[src/sts_pkg.sv]
// ---------------------------------------------------------------------------
// sts_pkg
// Shared types and codes of the sorted table search unit.
// ---------------------------------------------------------------------------
package sts_pkg;

  // command codes (input tuser)
  localparam logic CMD_WRITE  = 1'b0;
  localparam logic CMD_SEARCH = 1'b1;

  // register select (paddr[2])
  localparam logic REG_COUNT = 1'b0;
  localparam logic REG_MODE  = 1'b1;

  localparam int CountW = 11;
  localparam int IndexW = 10;
  localparam int ValueW = 32;
  localparam int BoundW = 13;

  // interval bound: covers -1 .. 2048
  typedef logic signed [BoundW-1:0] bound_t;

  typedef struct packed {
    logic              found;
    logic [IndexW-1:0] index;
  } sts_result_t;

endpackage

[src/sts_seq.sv]
// ---------------------------------------------------------------------------
// sts_seq
// Search sequencer: probes the midpoint, compares in one shared comparator,
// narrows the interval and holds the result until the output slot is free.
// ---------------------------------------------------------------------------
module sts_seq #(
  parameter int AW = 10
) (
  input  logic                  clk,
  input  logic                  rst,
  input  logic                  start,
  input  logic [31:0]           target_in,
  input  sts_pkg::bound_t       count,
  input  logic                  half_open,
  output logic                  busy,
  output logic                  rd_en,
  output logic [AW-1:0]         rd_addr,
  input  logic [31:0]           rd_data,
  output logic                  out_valid,
  input  logic                  out_ready,
  output sts_pkg::sts_result_t  out_result
);

  import sts_pkg::*;

  typedef enum logic [1:0] {
    IDLE,
    PROBE,
    COMPARE,
    HOLD
  } state_t;

  state_t             state;
  bound_t             lo;
  bound_t             hi;
  bound_t             mid;
  bound_t             mid_next;
  bound_t             span;
  logic signed [31:0] target;
  logic signed [31:0] probe_val;
  logic               empty;
  logic               less;
  logic               equal;
  logic               out_load;
  sts_result_t        res;

  always_comb begin
    empty     = half_open ? (lo >= hi) : (lo > hi);
    span      = hi - lo;
    mid_next  = lo + (span >>> 1);
    rd_en     = (state == PROBE) && !empty;
    rd_addr   = AW'($unsigned(mid_next));
    probe_val = signed'(rd_data);
    less      = probe_val < target;
    equal     = probe_val == target;
    busy      = (state != IDLE);
    out_load  = (state == HOLD) && (!out_valid || out_ready);
  end

  always_ff @(posedge clk) begin
    if (rst) begin
      state     <= IDLE;
      out_valid <= 1'b0;
    end else begin
      if (out_load) begin
        out_valid  <= 1'b1;
        out_result <= res;
      end else if (out_valid && out_ready) begin
        out_valid <= 1'b0;
      end
      unique case (state)
        IDLE: begin
          if (start) begin
            target <= signed'(target_in);
            lo     <= '0;
            hi     <= half_open ? count : count - bound_t'(1);
            state  <= PROBE;
          end
        end
        PROBE: begin
          if (empty) begin
            res   <= '{found: 1'b0, index: '0};
            state <= HOLD;
          end else begin
            mid   <= mid_next;
            state <= COMPARE;
          end
        end
        COMPARE: begin
          priority if (equal) begin
            res   <= '{found: 1'b1, index: mid[IndexW-1:0]};
            state <= HOLD;
          end else if (less) begin
            lo    <= mid + bound_t'(1);
            state <= PROBE;
          end else begin
            hi    <= half_open ? mid : mid - bound_t'(1);
            state <= PROBE;
          end
        end
        HOLD: begin
          if (out_load) begin
            state <= IDLE;
          end
        end
        default: state <= IDLE;
      endcase
    end
  end

endmodule

[config.mk]
export PLATFORM = sky130hd
export DESIGN_NAME = sts_seq
export DESIGN_NICKNAME = d
export VERILOG_FILES = /design/src/sts_pkg.sv /design/src/sts_seq.sv
export SDC_FILE = /design/constraint.sdc
export NUM_CORES = 1
export LEC_CHECK = 0
export ABC_AREA = 1
export BUFFER_PORTS_ARGS = -buffer_cell sky130_fd_sc_hd__buf_2
export CAP_MARGIN = 5
export CORE_MARGIN = 2
export CORE_UTILIZATION = 52
export CTS_CLUSTER_SIZE = 30
export DETAILED_ROUTE_END_ITERATION = 8
export PLACE_DENSITY = 0.81
export REMOVE_ABC_BUFFERS = 1
export SLEW_MARGIN = 25
export SYNTH_ARGS = -nofsm -noshare
export SYNTH_HDL_FRONTEND = slang
export SYNTH_SLANG_ARGS = --single-unit
export TNS_END_PERCENT = 1
[constraint.sdc]
create_clock -name clk -period 3.3 [get_ports clk]
set_input_delay 0.66 -clock clk [delete_from_list [all_inputs] [get_ports clk]]
set_output_delay 0.66 -clock clk [all_outputs]
set_load 0.02 [all_outputs]
==> flow_metrics.tcl <==
set metrics [dict create \
    outcome "complete, but fails checks" \
    failed_checks "design-rule violations, negative setup slack" \
    pwr-share-clk_pct 23.3 \
    synth_area_leaders "edfxtp_1 45%, ha_1 12%, nand2_1 7.0%" \
    row_count 39 \
    fmax_ghz 0.274 \
    end_kind "output pin" \
    hold_depth 0 \
    finalSetupViolCount 7 \
    cts.sinks 96 \
    cp_cell_sequence "ha_4, nand2_2, o21ai_2, nand2_1, nand2_2, xor2_1, ha_1, a21o_1, a21oi_2, o21ai_2, a21oi_2, xnor2_2, buf_4" \
    critical_path_arrival_ns 2.99 \
    hpwl_um 11800 \
    leakage_nw 3.57 \
    clk_latency_ns 0.35 \
    drt-wirelength-per-cell_um 16.1 \
    relSlewSlack_pct 38.4 \
    synth.most_common_cell "nand2_1" \
    p_seq_share_pct 34.1 \
    drtIter0Drc 370 \
    areaGrowthSynthToFinish_pct 23.9 \
    max_stage_delay_ns 0.46 \
    synth_area_leader_cell "edfxtp_1" \
    rr_endpoint "mid[11]" \
    die_w_um 113 \
    synth_cells 663 \
    dr.pass1.iters 7 \
    remaining_drc_errors 8 \
    criticalPathCategory "flip-flop to output pin" \
    pwr-share-comb_pct 42.6 \
    async_flop_share_pct 0 \
    fin_nets 952 \
    synth.top_cell.area_share_pct 45.2 \
    min_period_ns 3.65 \
    ys_top_cells_by_count "115 x nand2_1, 102 x inv_1, 93 x edfxtp_1, 61 x ha_1, 55 x nor2_1" \
    grt_pass1_vias 5082 \
    register_area_um2 2850 \
    die_area_um2 12800 \
    synthFlopType "edfxtp_1" \
    cts-root-buf "clkbuf_16" \
    antenna_cells 0 \
    io_pins 106 \
    yosysUniqueCellTypes 46 \
    reg2reg_from "lo[3]" \
    reg2regPathDepth 16 \
    clk_pin_slew_ns 0.07 \
    routed_wl_um 15300 \
    core-area_um2 11500 \
    fin_ws_ns -0.346 \
    drive_above_1_share_pct 29.0 \
    track_usage_pct 24.5 \
    ys_ff_latch 96 \
    clk_path_buf_depth 2 \
    multi_input_area_um2 3040 \
    worstHoldStart "res[4]" \
    p_total_mw 4.52 \
    drv_cap 0 \
    hold_viol_final 0 \
    numCtsBuffers 9 \
    fin_crit_sh_pct 110 \
    dp_slack_ns -0.216 \
    hp-class "flip-flop to flip-flop" \
    htree_levels 3 \
    vias_per_cell 5.34 \
    synth_edf_count 93 \
    yosysWarnings 0 \
    grt_start_max_net_pins 33 \
    syn_area_per_cell_um2 9.32 \
    cts_tree "yes" \
    grt_overflow_total 0 \
    rsz0062_at_grt "true" \
    path_max_fanout 4 \
    swShare_pct 35.2 \
    slew_viol_final 0 \
    yosysSeqAreaShare_pct 46.2 \
    antenna_found_initial 0 \
    required_ns 2.64 \
    tightest_slew_ns 0.916 \
    die_y_um 113 \
    grt_pass1_wl_um 24200 \
    syn_area_um2 6180 \
    place.port_buffers 105 \
    vias 5094 \
    fillerInstances 869 \
    p_sw_mw 1.59 \
    ir_drop_uv 311 \
    place.gp.congestion 0.940 \
    ant_nets 0 \
    rrSetupSlack_ns 0.02 \
    crit_path_start_kind "flip-flop" \
    hold_end "out_result[4]" \
    initial_utilization_pct 53.7 \
    fin_skew_ns 0.00997 \
    worst_path_max_delay_cell "edfxtp_1" \
    intPower_mw 2.93 \
    power_density_nw_per_um2 590 \
]
[metal layers]
metal | wire length [um] | track usage [%] | up-vias | part of all wire [%]
li1 | - | - | 2508 | -
met5 | 0 | 0 | - | 0
met3 | 1080 | 5.57 | 36 | 7.0
met1 | 6620 | 31.9 | 2355 | 43
met2 | 7300 | 40.6 | 195 | 48
met4 | 333 | 8.29 | 0 | 2.2
[power by group through the flow]
stage                     combinational, mW  sequential (mW)  clock (mW)
after floorplan                       0.905             1.55           0
after global placement                 1.48             1.56           0
after detailed placement               1.50             1.56           0
after CTS                              1.76             1.54        1.06
after global routing                   2.06             1.55        1.11
final                                  1.92             1.54        1.05
[worst max-delay path by stage]
stage / startpoint / to / slack (ns)
after global routing: lo[0] / rd_addr[8] / -0.46
after CTS: hi[2] / rd_addr[9] / -0.33
final: hi[2] / rd_addr[9] / -0.35
after detailed placement: lo[0] / rd_addr[8] / -0.22
after global placement: lo[0] / rd_addr[8] / -0.14
after floorplan: lo[0] / rd_addr[8] / -0.03
[repair_timing]
item | in CTS | in global routing
setup buffers | 7 | 3
pin swaps | 11 | 11
resized for setup | 36 | 18
hold endpoints to repair | 0 | 0
setup endpoints to repair | 9 | 10
hold buffers | 0 | 0
[state kept, by name, indices dropped and copies added, names as in the netlist]
signal      cells
state           2
target         32
hi             13
out_result     11
res            11
mid            13
out_valid       1
lo             13
[cells in the final DEF, fill, tap and decap left out, types with 3 or more instances in the layout]
master     Yosys  final
nand3_2        6      6
nand3_1       31     31
ha_1          61     56
xnor2_1        8      6
inv_2          5      6
o21ai_1        5      3
a31oi_1        5      5
nor2_1        55     54
buf_6          0      6
nor2_2         8      9
clkbuf_16      0      9
o21ai_2        2      4
nor3_1         5      5
ha_2           0      4
nand4_1        6      6
dfxtp_1        3      3
edfxtp_1      93     93
buf_2          2     97
nand2_2        8     11
buf_4         10     44
xor2_4         0      3
xor2_1        23     18
a21o_1         4      4
a21oi_1       49     39
inv_1        102    101
nand2_1      115    112
a21oi_2        1      9
o21ai_0       25     24
[per-stage QoR]
| stage | std cells | instance area, um^2 | hold slack, ns | TNS (ns) | utilization, % |
|---|---|---|---|---|---|
| 4_1_cts | 951 | 7550 | 0.419 | -1.57 | 65.6 |
| 3_3_place_gp | 929 | 7030 | 0.400 | -0.233 | 61.1 |
| 5_1_grt | 954 | 7660 | 0.427 | -2.62 | 66.5 |
| 6_report | 954 | 7660 | 0.419 | -1.76 | 66.5 |
| 2_1_floorplan | 649 | 6090 | 0.400 | -0.0332 | - |
| 3_5_place_dp | 929 | 7030 | 0.405 | -0.448 | 61.1 |
[layout make-up]
cell class	instances	share of cell area [%]
Multi-Input combinational cell	445	39.7
Sequential cell	96	37.3
Timing Repair Buffer	147	11.5
Inverter	108	5.31
Clock buffer	9	2.94
Tap cell	143	2.34
Clock inverter	6	0.899
[cells by family (layout without fill, tap and decap cells)]
family / after synthesis / after routing / synth area share, %
XOR/XNOR: 31 / 31 / 4.39
multiplexers: 1 / 1 / 0.162
adder cells (fa/ha/maj): 63 / 63 / 13.0
flip-flops: 96 / 96 / 46.2
buffers and inverters: 122 / 270 / 8.08
AO/OA/AOI/OAI: 104 / 104 / 9.58
AND/OR/NAND/NOR: 246 / 246 / 18.6
[critical path, delay by kind of cell (launching register included)]
kind                     cells  cell delay [ns]
AND/OR/NAND/NOR              3             0.23
XOR/XNOR                     2             0.34
buffers and inverters        1             0.17
adder cells (fa/ha/maj)      2             0.64
flip-flops                   1             0.46
AO/OA/AOI/OAI                5             0.78
Power figures use the tool's default switching activity.
